File: src/rtl/graph_reachability_engine_top_macros.svh
// Assertion macros for the graph reachability engine.
// Each macro samples on clk and is disabled while rst_n is low.
`ifndef GRAPH_REACHABILITY_ENGINE_TOP_MACROS_SVH
`define GRAPH_REACHABILITY_ENGINE_TOP_MACROS_SVH

`ifndef SYNTHESIS

// Consequent must hold in the same cycle as the antecedent.
`define GRE_ASSERT_SAME(lbl, ante, cons, msg) \
    lbl: assert property (@(posedge clk) disable iff (!rst_n) (ante) |-> (cons)) \
        else $error(msg);

// Consequent must hold in the cycle after the antecedent.
`define GRE_ASSERT_NEXT(lbl, ante, cons, msg) \
    lbl: assert property (@(posedge clk) disable iff (!rst_n) (ante) |=> (cons)) \
        else $error(msg);

`else

`define GRE_ASSERT_SAME(lbl, ante, cons, msg)
`define GRE_ASSERT_NEXT(lbl, ante, cons, msg)

`endif

`endif

File: src/rtl/gre_pkg.sv
`timescale 1ns / 1ps

package gre_pkg;

    localparam int MAX_VERTICES = 16;
    localparam int IDX_W        = (MAX_VERTICES > 1) ? $clog2(MAX_VERTICES) : 1;
    localparam int CNT_W        = $clog2(MAX_VERTICES + 1);
    localparam int KEY_W        = 32;
    localparam int OP_W         = 2;
    localparam int STATUS_W     = 2;

    typedef enum logic [OP_W-1:0] {
        OP_ADD_VERTEX = 2'd0,
        OP_ADD_EDGE   = 2'd1,
        OP_QUERY      = 2'd2,
        OP_NONE       = 2'd3
    } cmd_op_t;

    typedef enum logic [STATUS_W-1:0] {
        ST_OK        = 2'd0,
        ST_FULL      = 2'd1,
        ST_NOT_FOUND = 2'd2
    } status_t;

    // One classified item as it travels from the front part to the back part.
    typedef struct packed {
        cmd_op_t                  op;
        logic signed [KEY_W-1:0]  first_key;
        logic signed [KEY_W-1:0]  second_key;
    } cmd_t;

endpackage

File: src/rtl/gre_front.sv
`timescale 1ns / 1ps

module gre_front (
    input  logic                             clk,
    input  logic                             rst_n,
    input  logic                             push,
    output logic                             full,
    input  logic [gre_pkg::OP_W-1:0]         operation,
    input  logic signed [gre_pkg::KEY_W-1:0] first_key,
    input  logic signed [gre_pkg::KEY_W-1:0] second_key,
    output logic                             cmd_valid,
    output gre_pkg::cmd_t                    cmd,
    input  logic                             cmd_take
);
    import gre_pkg::*;

    // Two-entry command queue between the input side and the executor.
    cmd_t       q_reg [2];
    logic       wr_ptr_reg;
    logic       wr_ptr_next;
    logic       rd_ptr_reg;
    logic       rd_ptr_next;
    logic [1:0] fill_reg;
    logic [1:0] fill_next;
    logic       do_push;
    logic       do_pop;
    cmd_t       new_cmd;

    assign full      = (fill_reg == 2'd2);
    assign cmd_valid = (fill_reg != 2'd0);
    assign cmd       = q_reg[rd_ptr_reg];
    assign do_push   = push && !full;
    assign do_pop    = cmd_take && cmd_valid;

    always_comb
    begin
        new_cmd.op         = cmd_op_t'(operation);
        new_cmd.first_key  = first_key;
        new_cmd.second_key = second_key;
        wr_ptr_next = do_push ? ~wr_ptr_reg : wr_ptr_reg;
        rd_ptr_next = do_pop ? ~rd_ptr_reg : rd_ptr_reg;
        fill_next   = fill_reg + 2'(do_push) - 2'(do_pop);
    end

    always_ff @(posedge clk or negedge rst_n)
    begin
        if (!rst_n)
        begin
            wr_ptr_reg <= 1'b0;
            rd_ptr_reg <= 1'b0;
            fill_reg   <= 2'd0;
        end
        else
        begin
            wr_ptr_reg <= wr_ptr_next;
            rd_ptr_reg <= rd_ptr_next;
            fill_reg   <= fill_next;
        end
    end

    always_ff @(posedge clk)
    begin
        if (do_push)
        begin
            q_reg[wr_ptr_reg] <= new_cmd;
        end
    end

endmodule

File: src/rtl/gre_back.sv
`timescale 1ns / 1ps

module gre_back (
    input  logic                             clk,
    input  logic                             rst_n,
    input  logic                             cmd_valid,
    input  gre_pkg::cmd_t                    cmd,
    output logic                             cmd_take,
    input  logic                             pop,
    output logic                             empty,
    output logic [gre_pkg::STATUS_W-1:0]     status,
    output logic                             path_exists
);
    import gre_pkg::*;

    typedef enum logic [2:0] {
        S_IDLE,
        S_SEARCH,
        S_POP,
        S_CHECK,
        S_PUSH
    } state_t;

    typedef logic [MAX_VERTICES-1:0] row_t;

    state_t                  state_reg, state_next;
    logic [CNT_W-1:0]        cnt_reg, cnt_next;
    cmd_op_t                 op_reg, op_next;
    logic [KEY_W-1:0]        k1_reg, k1_next;
    logic [KEY_W-1:0]        k2_reg, k2_next;
    logic [CNT_W-1:0]        idx_reg, idx_next;
    logic                    rd_vld_reg, rd_vld_next;
    logic [IDX_W-1:0]        rd_slot_reg, rd_slot_next;
    logic                    a_fnd_reg, a_fnd_next;
    logic                    b_fnd_reg, b_fnd_next;
    logic [IDX_W-1:0]        a_reg, a_next;
    logic [IDX_W-1:0]        b_reg, b_next;
    row_t                    visited_reg, visited_next;
    logic [CNT_W-1:0]        depth_reg, depth_next;
    row_t                    adj_reg [MAX_VERTICES];
    row_t                    adj_next [MAX_VERTICES];
    logic                    res_vld_reg, res_vld_next;
    status_t                 res_st_reg, res_st_next;
    logic                    res_path_reg, res_path_next;

    // Vertex key table and worklist, both with registered reads.
    logic [KEY_W-1:0]        keys_mem [MAX_VERTICES];
    logic [KEY_W-1:0]        key_rd_reg;
    logic                    key_we;
    logic                    key_re;
    logic [IDX_W-1:0]        stack_mem [MAX_VERTICES];
    logic [IDX_W-1:0]        stk_rd_reg;
    logic                    stk_we;
    logic                    stk_re;
    logic [IDX_W-1:0]        stk_wa;
    logic [IDX_W-1:0]        stk_wd;
    logic [IDX_W-1:0]        stk_ra;

    logic                    res_free;
    logic                    scan_more;
    row_t                    cand;

    function automatic logic [IDX_W-1:0] lowest_bit(input row_t v);
        logic [IDX_W-1:0] sel;
        sel = '0;
        for (int i = MAX_VERTICES - 1; i >= 0; i--)
        begin
            if (v[i])
            begin
                sel = IDX_W'(i);
            end
        end
        return sel;
    endfunction

    assign empty       = !res_vld_reg;
    assign status      = res_st_reg;
    assign path_exists = res_path_reg;

    assign res_free  = !res_vld_reg || pop;
    assign scan_more = (idx_reg < cnt_reg);
    assign cand      = adj_reg[stk_rd_reg] & ~visited_reg;
    assign stk_ra    = IDX_W'(depth_reg - CNT_W'(1));

    always_comb
    begin
        state_next    = state_reg;
        cnt_next      = cnt_reg;
        op_next       = op_reg;
        k1_next       = k1_reg;
        k2_next       = k2_reg;
        idx_next      = idx_reg;
        rd_vld_next   = rd_vld_reg;
        rd_slot_next  = rd_slot_reg;
        a_fnd_next    = a_fnd_reg;
        b_fnd_next    = b_fnd_reg;
        a_next        = a_reg;
        b_next        = b_reg;
        visited_next  = visited_reg;
        depth_next    = depth_reg;
        adj_next      = adj_reg;
        res_vld_next  = res_vld_reg;
        res_st_next   = res_st_reg;
        res_path_next = res_path_reg;
        cmd_take      = 1'b0;
        key_we        = 1'b0;
        key_re        = 1'b0;
        stk_we        = 1'b0;
        stk_re        = 1'b0;
        stk_wa        = '0;
        stk_wd        = a_reg;

        if (pop && res_vld_reg)
        begin
            res_vld_next = 1'b0;
        end

        unique case (state_reg)
            S_IDLE:
            begin
                // A command is only taken when the result slot will be free.
                if (cmd_valid && res_free)
                begin
                    cmd_take = 1'b1;
                    unique case (cmd.op)
                        OP_ADD_VERTEX:
                        begin
                            res_vld_next  = 1'b1;
                            res_path_next = 1'b0;
                            if (cnt_reg == CNT_W'(MAX_VERTICES))
                            begin
                                res_st_next = ST_FULL;
                            end
                            else
                            begin
                                key_we      = 1'b1;
                                cnt_next    = cnt_reg + CNT_W'(1);
                                res_st_next = ST_OK;
                            end
                        end
                        OP_ADD_EDGE, OP_QUERY:
                        begin
                            op_next     = cmd.op;
                            k1_next     = cmd.first_key;
                            k2_next     = cmd.second_key;
                            idx_next    = '0;
                            rd_vld_next = 1'b0;
                            a_fnd_next  = 1'b0;
                            b_fnd_next  = 1'b0;
                            state_next  = S_SEARCH;
                        end
                        default:
                        begin
                            res_vld_next  = 1'b1;
                            res_st_next   = ST_OK;
                            res_path_next = 1'b0;
                        end
                    endcase
                end
            end

            S_SEARCH:
            begin
                // One table read per cycle; each compare follows in the next cycle, on the registered key.
                rd_vld_next = scan_more;
                if (scan_more)
                begin
                    key_re       = 1'b1;
                    rd_slot_next = idx_reg[IDX_W-1:0];
                    idx_next     = idx_reg + CNT_W'(1);
                end
                if (rd_vld_reg)
                begin
                    if (!a_fnd_reg && key_rd_reg == k1_reg)
                    begin
                        a_fnd_next = 1'b1;
                        a_next     = rd_slot_reg;
                    end
                    if (!b_fnd_reg && key_rd_reg == k2_reg)
                    begin
                        b_fnd_next = 1'b1;
                        b_next     = rd_slot_reg;
                    end
                end
                if (!scan_more && !rd_vld_reg)
                begin
                    if (!a_fnd_reg || !b_fnd_reg)
                    begin
                        res_vld_next  = 1'b1;
                        res_st_next   = ST_NOT_FOUND;
                        res_path_next = 1'b0;
                        state_next    = S_IDLE;
                    end
                    else if (op_reg == OP_ADD_EDGE)
                    begin
                        adj_next[a_reg][b_reg] = 1'b1;
                        adj_next[b_reg][a_reg] = 1'b1;
                        res_vld_next  = 1'b1;
                        res_st_next   = ST_OK;
                        res_path_next = 1'b0;
                        state_next    = S_IDLE;
                    end
                    else if (a_reg == b_reg)
                    begin
                        res_vld_next  = 1'b1;
                        res_st_next   = ST_OK;
                        res_path_next = 1'b1;
                        state_next    = S_IDLE;
                    end
                    else
                    begin
                        visited_next        = '0;
                        visited_next[a_reg] = 1'b1;
                        stk_we              = 1'b1;
                        stk_wa              = '0;
                        stk_wd              = a_reg;
                        depth_next          = CNT_W'(1);
                        state_next          = S_POP;
                    end
                end
            end

            S_POP:
            begin
                if (depth_reg == '0)
                begin
                    res_vld_next  = 1'b1;
                    res_st_next   = ST_OK;
                    res_path_next = 1'b0;
                    state_next    = S_IDLE;
                end
                else
                begin
                    stk_re     = 1'b1;
                    depth_next = depth_reg - CNT_W'(1);
                    state_next = S_CHECK;
                end
            end

            S_CHECK:
            begin
                if (stk_rd_reg == b_reg)
                begin
                    res_vld_next  = 1'b1;
                    res_st_next   = ST_OK;
                    res_path_next = 1'b1;
                    state_next    = S_IDLE;
                end
                else
                begin
                    state_next = S_PUSH;
                end
            end

            S_PUSH:
            begin
                // Neighbors go onto the worklist lowest slot first, one per cycle.
                if (cand == '0)
                begin
                    state_next = S_POP;
                end
                else
                begin
                    visited_next[lowest_bit(cand)] = 1'b1;
                    stk_we     = 1'b1;
                    stk_wa     = depth_reg[IDX_W-1:0];
                    stk_wd     = lowest_bit(cand);
                    depth_next = depth_reg + CNT_W'(1);
                end
            end

            default:
            begin
                state_next = S_IDLE;
            end
        endcase
    end

    always_ff @(posedge clk or negedge rst_n)
    begin
        if (!rst_n)
        begin
            state_reg    <= S_IDLE;
            cnt_reg      <= '0;
            op_reg       <= OP_NONE;
            k1_reg       <= '0;
            k2_reg       <= '0;
            idx_reg      <= '0;
            rd_vld_reg   <= 1'b0;
            rd_slot_reg  <= '0;
            a_fnd_reg    <= 1'b0;
            b_fnd_reg    <= 1'b0;
            a_reg        <= '0;
            b_reg        <= '0;
            visited_reg  <= '0;
            depth_reg    <= '0;
            for (int i = 0; i < MAX_VERTICES; i++)
            begin
                adj_reg[i] <= '0;
            end
            res_vld_reg  <= 1'b0;
            res_st_reg   <= ST_OK;
            res_path_reg <= 1'b0;
        end
        else
        begin
            state_reg    <= state_next;
            cnt_reg      <= cnt_next;
            op_reg       <= op_next;
            k1_reg       <= k1_next;
            k2_reg       <= k2_next;
            idx_reg      <= idx_next;
            rd_vld_reg   <= rd_vld_next;
            rd_slot_reg  <= rd_slot_next;
            a_fnd_reg    <= a_fnd_next;
            b_fnd_reg    <= b_fnd_next;
            a_reg        <= a_next;
            b_reg        <= b_next;
            visited_reg  <= visited_next;
            depth_reg    <= depth_next;
            adj_reg      <= adj_next;
            res_vld_reg  <= res_vld_next;
            res_st_reg   <= res_st_next;
            res_path_reg <= res_path_next;
        end
    end

    always_ff @(posedge clk)
    begin
        if (key_we)
        begin
            keys_mem[cnt_reg[IDX_W-1:0]] <= cmd.first_key;
        end
        if (key_re)
        begin
            key_rd_reg <= keys_mem[idx_reg[IDX_W-1:0]];
        end
    end

    always_ff @(posedge clk)
    begin
        if (stk_we)
        begin
            stack_mem[stk_wa] <= stk_wd;
        end
        if (stk_re)
        begin
            stk_rd_reg <= stack_mem[stk_ra];
        end
    end

endmodule

File: src/rtl/graph_reachability_engine_top.sv
// The executor works on one item at a time and takes no new command until the last one is done; an
// edge or query item first scans the key table, and a query may then walk the graph with the worklist.
// Reset: rst_n is asynchronous and active low; it clears the table, edges, command queue and result register.
`timescale 1ns / 1ps

module graph_reachability_engine_top (
    input  logic                             clk,
    input  logic                             rst_n,
    input  logic                             push,
    output logic                             full,
    input  logic [gre_pkg::OP_W-1:0]         operation,
    input  logic signed [gre_pkg::KEY_W-1:0] first_key,
    input  logic signed [gre_pkg::KEY_W-1:0] second_key,
    output logic                             empty,
    input  logic                             pop,
    output logic [gre_pkg::STATUS_W-1:0]     status,
    output logic                             path_exists
);
    import gre_pkg::*;

    `include "graph_reachability_engine_top_macros.svh"

    // The front part takes each item into a two-entry command queue and turns the
    // operation field into a command code. The back part pulls one command at a time,
    // resolves keys by scanning the vertex table one slot per cycle, appends vertices to
    // the table, updates the adjacency matrix, or walks the graph depth first with an
    // explicit worklist. Its single result register stands between the executor and the
    // result side, so the front part keeps accepting items, until its queue is full, while a result waits to be popped.
    logic cmd_valid;
    logic cmd_take;
    cmd_t cmd;

    gre_front u_front (
        .clk        (clk),
        .rst_n      (rst_n),
        .push       (push),
        .full       (full),
        .operation  (operation),
        .first_key  (first_key),
        .second_key (second_key),
        .cmd_valid  (cmd_valid),
        .cmd        (cmd),
        .cmd_take   (cmd_take)
    );

    gre_back u_back (
        .clk         (clk),
        .rst_n       (rst_n),
        .cmd_valid   (cmd_valid),
        .cmd         (cmd),
        .cmd_take    (cmd_take),
        .pop         (pop),
        .empty       (empty),
        .status      (status),
        .path_exists (path_exists)
    );

    // The executor never takes a command from an empty queue.
    `GRE_ASSERT_SAME(a_take_needs_cmd, cmd_take, cmd_valid, "command taken from empty queue")

    // A full command queue always has a command waiting for the executor.
    `GRE_ASSERT_SAME(a_full_has_cmd, full, cmd_valid, "queue full without a pending command")

    // Only a successful query can report a path.
    `GRE_ASSERT_SAME(a_path_only_ok, !empty && path_exists, status == ST_OK, "path with error")

    // A waiting result that is not popped stays valid with its status unchanged.
    `GRE_ASSERT_NEXT(a_result_held, !empty && !pop, !empty && $stable(status), "result lost")

endmodule

File: config.mk
export PLATFORM = sky130hd
export DESIGN_NAME = graph_reachability_engine_top
export DESIGN_NICKNAME = d
export VERILOG_FILES = /design/src/rtl/gre_pkg.sv /design/src/rtl/gre_front.sv /design/src/rtl/gre_back.sv /design/src/rtl/graph_reachability_engine_top.sv
export VERILOG_INCLUDE_DIRS = /design/src /design/src/rtl
export SDC_FILE = /design/constraint.sdc
export NUM_CORES = 1
export LEC_CHECK = 0
export BUFFER_PORTS_ARGS = -buffer_cell sky130_fd_sc_hd__buf_2
export CAP_MARGIN = 20
export CORE_ASPECT_RATIO = 0.6
export CORE_MARGIN = 1.5
export CORE_UTILIZATION = 53
export CTS_CLUSTER_SIZE = 28
export DETAILED_ROUTE_END_ITERATION = 7
export PLACE_DENSITY = 0.69
export SLEW_MARGIN = 0
export SYNTH_ARGS = -nofsm -noshare
export SYNTH_HDL_FRONTEND = slang
export SYNTH_SLANG_ARGS = --single-unit
File: constraint.sdc
create_clock -name clk -period 7.4 [get_ports clk]
set_input_delay 0.37 -clock clk [delete_from_list [all_inputs] [get_ports clk]]
set_output_delay 0.37 -clock clk [all_outputs]
set_load 0.05 [all_outputs]
Word-level counts from Yosys, hierarchy flattened. Memories as Yosys holds them, arrays and structs flattened. A register that Yosys moved wholly into a read port is not among the register bits. Index checks and enable logic that the tools add are counted.

Input port bits: 70. Memories kept: 3. Memory bits (writable): 708. Memory bits (read-only): 0. Output and inout bits: 5. Flip-flop bits (word level): 379. Latch bits: 0. Word-level logic and storage cells: 265.

Memories: u_back.keys_mem (words 16, bits a word 32, read ports 1, clocked after Yosys merged registers in 1, write ports 1, line gre_back.sv:47) `logic [KEY_W-1:0] keys_mem [MAX_VERTICES];`; u_front.q_reg (words 2, bits a word 66, read ports 1, clocked after Yosys merged registers in 0, write ports 1, line gre_front.sv:18) `cmd_t q_reg [2];`; u_back.stack_mem (words 16, bits a word 4, read ports 1, clocked after Yosys merged registers in 1, write ports 1, line gre_back.sv:51) `logic [IDX_W-1:0] stack_mem [MAX_VERTICES];`.

Magnitude comparators: 12. Div/mod/pow operators: 0. Add/sub/neg operators: 6. Multiply operators: 0. Equality and inequality tests: 30. Muxes and demuxes: 122. Shifts and indexed selects: 0. Reduce and logical (&&, ||, !) cells: 44. Bitwise logic cells: 12.

Operators with widths (number): $or A256 B256 Y256 (2); $mux W16 (9); $demux W16 S4 (2); $mux W4 (22); $bmux W16 S4 (1); $eq A32 B32 Y1 (2); $mux W1 (48); $mux W5 (9); $pmux W16 S2 (1); $mux W3 (7); $mux W2 (9); $ne A2 B1 Y1 const B (9); $and A16 B16 Y16 (1); $logic_not A16 Y1 (1); $not A16 Y16 (1); $or A16 B16 Y16 (1); $reduce_and A4 Y1 (4); $add A5 B1 Y5 const B (3); $ge A5 B5 Y1 const B (3); $lt A4 B5 Y1 const B (3); $not A4 Y5 (3); $pmux W3 S5 (1); $pmux W5 S3 (1); $ne A2 B2 Y1 const B (7); other kinds (36) (76).

Logic depth before layout (Yosys ltp).
Depth after elaboration: 30. Gate-level depth with buffers: 13. Depth with buffers taken out: 10.

Cells and area by module. Synthesis repeated with hierarchy kept, for this count alone.

Cells, all modules: 2954. Area, all modules: 46419.5 um^2.

Modules (own cells, without submodules): gre_back (area each 41343.4 um^2, instances 1, cells each 2731, seq. area each 27764.1 um^2); gre_front (area each 5076.1 um^2, instances 1, cells each 223, seq. area each 4063.9 um^2).

Worst setup path before layout. Ideal clock, no wire load.

Kind: flip-flop to flip-flop. From: reg u_front.rd_ptr_reg. To: mem u_back.keys_mem[7][0], enable pin. Setup time: 0.461 ns. Slack: 2.976 ns. Clock period less this slack: 4.424 ns. Data arrival time: 3.963 ns. Stages on the path, launching flop included: 9. Required time: 6.939 ns. Buffers on the path: 3. Path through: dfrtp_1 > clkbuf_1 > buf_1 > mux2i_1 > ha_1 > and3_1 > clkbuf_1 > nand2_1 > nor3_1.

Cells in the longest elaborated chain, start to end: 7.

RTL lines: start, declared (line gre_front.sv:21) `logic rd_ptr_reg;`; start signal, assigned (line gre_front.sv:56) `rd_ptr_reg <= rd_ptr_next;`; $mem_v2 Z2 W66; $logic_not A2 Y1 (line gre_back.sv:125) `unique case (cmd.op)`; $mux W1 (line gre_back.sv:125); $mux W1 (line gre_back.sv:122) `if (cmd_valid && res_free)`; $mux W1 (line gre_back.sv:118) `unique case (state_reg)`; $mux W1 (line gre_back.sv:330) `if (key_we)`; $mux W1 (not written as such) (line gre_back.sv:332) `keys_mem[cnt_reg[IDX_W-1:0]] <= cmd.first_key;`; end, declared (line gre_back.sv:47).

No other way between the ends.

Worst setup path after layout.
From: reg u_back.stk_rd_reg[2] (read register of u_back.stack_mem). To: mem u_back.stack_mem[1][0] (netlist name) (data pin).

Cells in the longest elaborated chain, start to end: 23. Elaborated cells between the ends (all ways): 24. Those cells by class: mux (21); bitwise (2); reduce/logical (1).

RTL lines: start, declared (line gre_back.sv:52) `logic [IDX_W-1:0] stk_rd_reg;`; $not A4 Y5 (not written as such) * (line gre_back.sv:82) `assign cand = adj_reg[stk_rd_reg] & ~visited_reg;`; $bmux W16 S4 * (line gre_back.sv:82); $mux W16 (not written as such) * (2 in series) (line gre_back.sv:82); $and A16 B16 Y16 * (line gre_back.sv:82); $mux W4 (16 in series) (line gre_back.sv:68) `if (v[i])`; $mux W4 * (line gre_back.sv:258) `if (cand == '0)`; $mux W4 *; named net u_back.stk_wd[0] (line gre_back.sv:56) `logic [IDX_W-1:0] stk_wd;`; end, declared (line gre_back.sv:51).

Mark *: on every way through the listed nets, which the timed path passes. The rest lies on a longest branch. The select of a mux whose other input is x is not followed.

==> flow_summary.ini <==
[outcome]
outcome = complete, no violations

[finish]
diodes = 0
syn2layout_area_growth_pct = 12.49
drive_above_1_share_pct = 16.16
nets = 3327
largest_reg_flops = 512
stdcell_count = 4477

[place]
io_buffers = 74
dpl.cell_count = 4214
dp_hpwl_um = 75890
gp_congestion = 0.9638

[grt]
track_usage_pct = 28.03
grt_pass1_vias = 27660
antenna_found_initial = 1
grt_max_degree = 147
grt-ovfl-total = 0
grt_pass1_wl_um = 183300

[worst_setup_path]
cp.required_ns = 7.68
worstPathCellList = buf_4 > nor2b_1 > a22oi_1 > and4b_1 > a22oi_1 > nor4b_2 > a41o_2 > a211o_1 > nand2_1
worstPathMaxFanout = 24
crit_slowest_cell = nor4b_2
arrival_ns = 5.11
crit_type = flop to flop
critPathLaunchType = flop
cpLargestDelayFamily = simple AND/OR/NAND/NOR gates
cp_slowest_stage_delay_ns = 0.82
crit_top_cell = a22oi_1
cp-end-kind = flop
critPathBufInv = 1

[yosys]
synth-main-ff-cell = edfxtp_1
synth_seq_area_share_pct = 68.32
ys_ff_latch = 1123
synth_edf_count = 744
synth_area_per_cell_um2 = 14.89
yosysTopAreaCellShare_pct = 47.96
synth_area_um2 = 46580
ys_types = 80
async_reset_ff_share_pct = 33.75
yosysMostFrequentCell = edfxtp_1
synth_warnings = 0
synthTopCellsByCount = edfxtp_1, dfrtp_1, nand2_1, nand2b_1, mux2i_1
synth_top_cell_by_area = edfxtp_1
synth_area_leaders = edfxtp_1, dfrtp_1, mux2i_1
synth_nets = 3213
synthesis.instances = 3128

[power]
leakage_uw = 0.02028
power_density_nw_per_um2 = 331.2
max-vdd-ir-drop_v = 0.0003478

[clocking]
clock_path_buffers = 3
cts_hold_buf = 68
cts_root_buf = clkbuf_16
clk_latency_ns = 0.71
numCtsBuffers = 100
cts_tree = yes
clock-sinks = 1123
cts_resized = 0
htreeDepth = 3
clk_pin_slew_worst_paths_ns = 0.07
cts_setup_buffers = 0

[floorplan]
design.die.area_um2 = 89740
rows = 83
dieWidth_um = 385.7
die_h_um = 232.6
pin_count = 75
fp.coreArea_um2 = 86300
start_util_pct = 53.98

[drt]
first_pass_iters = 6
final_antenna_net_count = 0
wire_per_inst_um = 27.67
via_count = 28250
avgViaCountPerCell = 6.310
routed_wirelength_um = 123900
drc = 0
drtIter0Drc = 3561

[timing]
setup_tns_ns = 0
hold_violations = 0
slew_violations = 0
rsz0062_at_grt = no
fin_crit_ns = 4.827
worst_pin_slew_ns = 1.158
fmax_ghz = 0.2072
clock_skew_ns = 0.02412
setup_viol = 0
slew_headroom_pct = 22.59
period_share_pct = 65.23

[min_path]
hold_class = primary input to flop

[flow_run]
drv_cap = 0
logic make-up after synthesis:
| group | synth area share [%] |
|---|---|
| AO/OA/AOI/OAI | 7.158 |
| multiplexers | 12.25 |
| adder cells (fa/ha/maj) | 0.4029 |
| flip-flops | 68.32 |
| XOR/XNOR | 1.561 |
| buffers and inverters | 1.950 |
| AND/OR/NAND/NOR | 8.353 |
worst paths after layout:
path	from	endpoint	slack (ns)	cells after the start
min	pop	u_back.res_vld_reg	0.22	3
max	u_back.stk_rd_reg[2]	u_back.stack_mem[1][0]	2.57	9
min in group asynchronous	rst_n	u_back.adj_reg[83]	0.38	2
min reg2reg	u_back.adj_reg[105]	u_back.adj_reg[105]	0.46	1
max in group asynchronous	rst_n	u_back.idx_reg[1]	5.32	3
max reg2reg	u_back.stk_rd_reg[2]	u_back.stack_mem[1][0]	2.57	9
cells in the final DEF, fill, tap and decap left out, drive strengths merged, types with 19 or more instances in the layout:
cell type / netlist / routed
edfxtp: 744 / 744
dfrtp: 377 / 377
nand2: 291 / 291
nand2b: 261 / 261
mux2i: 227 / 227
o21ai: 129 / 129
buf: 58 / 122
o22ai: 120 / 120
clkbuf: 121 / 115
mux2: 105 / 105
mux4: 100 / 100
a21oi: 71 / 71
nor2: 71 / 71
dlygate4sd3: 0 / 68
xor2: 66 / 66
a22oi: 53 / 53
clkinv: 0 / 48
a221oi: 35 / 35
inv: 28 / 33
nand3: 29 / 29
bufinv: 0 / 19
nor2b: 19 / 19
final cells by class:
class | instances | area, um^2
fillers | 6234 | 33900
flip-flops and latches | 1123 | 31840
multi-input cells | 1798 | 13950
clock buffers | 114 | 2576
repair buffers | 191 | 1578
well taps | 1147 | 1435
clock inverters | 76 | 919.6
inverters | 28 | 105.1
worst reg2reg max path, stage by stage (launching register included):
cell	delay, ns
edfxtp_1	0.39
buf_4	0.23
nor2b_1	0.74
a22oi_1	0.22
and4b_1	0.23
a22oi_1	0.53
nor4b_2	0.82
a41o_2	0.55
a211o_1	0.25
nand2_1	0.42
per-stage QoR:
| step | hold WS, ns | setup WS (ns) | cell area (um^2) | power (uW) | util (%) |
|---|---|---|---|---|---|
| 2_1_floorplan | 0.07441 | 2.976 | 46580 | 10540 | - |
| 3_3_place_gp | 0.4348 | 2.508 | 48020 | 11710 | 55.65 |
| 3_5_place_dp | 0.4434 | 2.777 | 48160 | 11830 | 55.80 |
| 4_1_cts | 0.1624 | 2.763 | 52330 | 17390 | 60.64 |
| 5_1_grt | 0.2135 | 2.568 | 52400 | 18010 | 60.72 |
| 6_report | 0.2152 | 2.573 | 52400 | 17360 | 60.72 |
power breakdown:
| group | total [uW] | internal [uW] | switching (uW) |
|---|---|---|---|
| clock network | 5570 | 3190 | 2380 |
| registers | 8320 | 7710 | 607 |
| logic | 3470 | 1330 | 2150 |
| total | 17400 | 12200 | 5130 |
metal layers:
layer  GRT usage, %  vias up  wire, um
li1               -    12010         -
met1          44.36    14550     56360
met2          37.01     1521     49750
met3          9.557      160     15560
met4          6.078        2      2178
met5              0        -         9
Note: power is estimated with default switching activity, not from simulation.
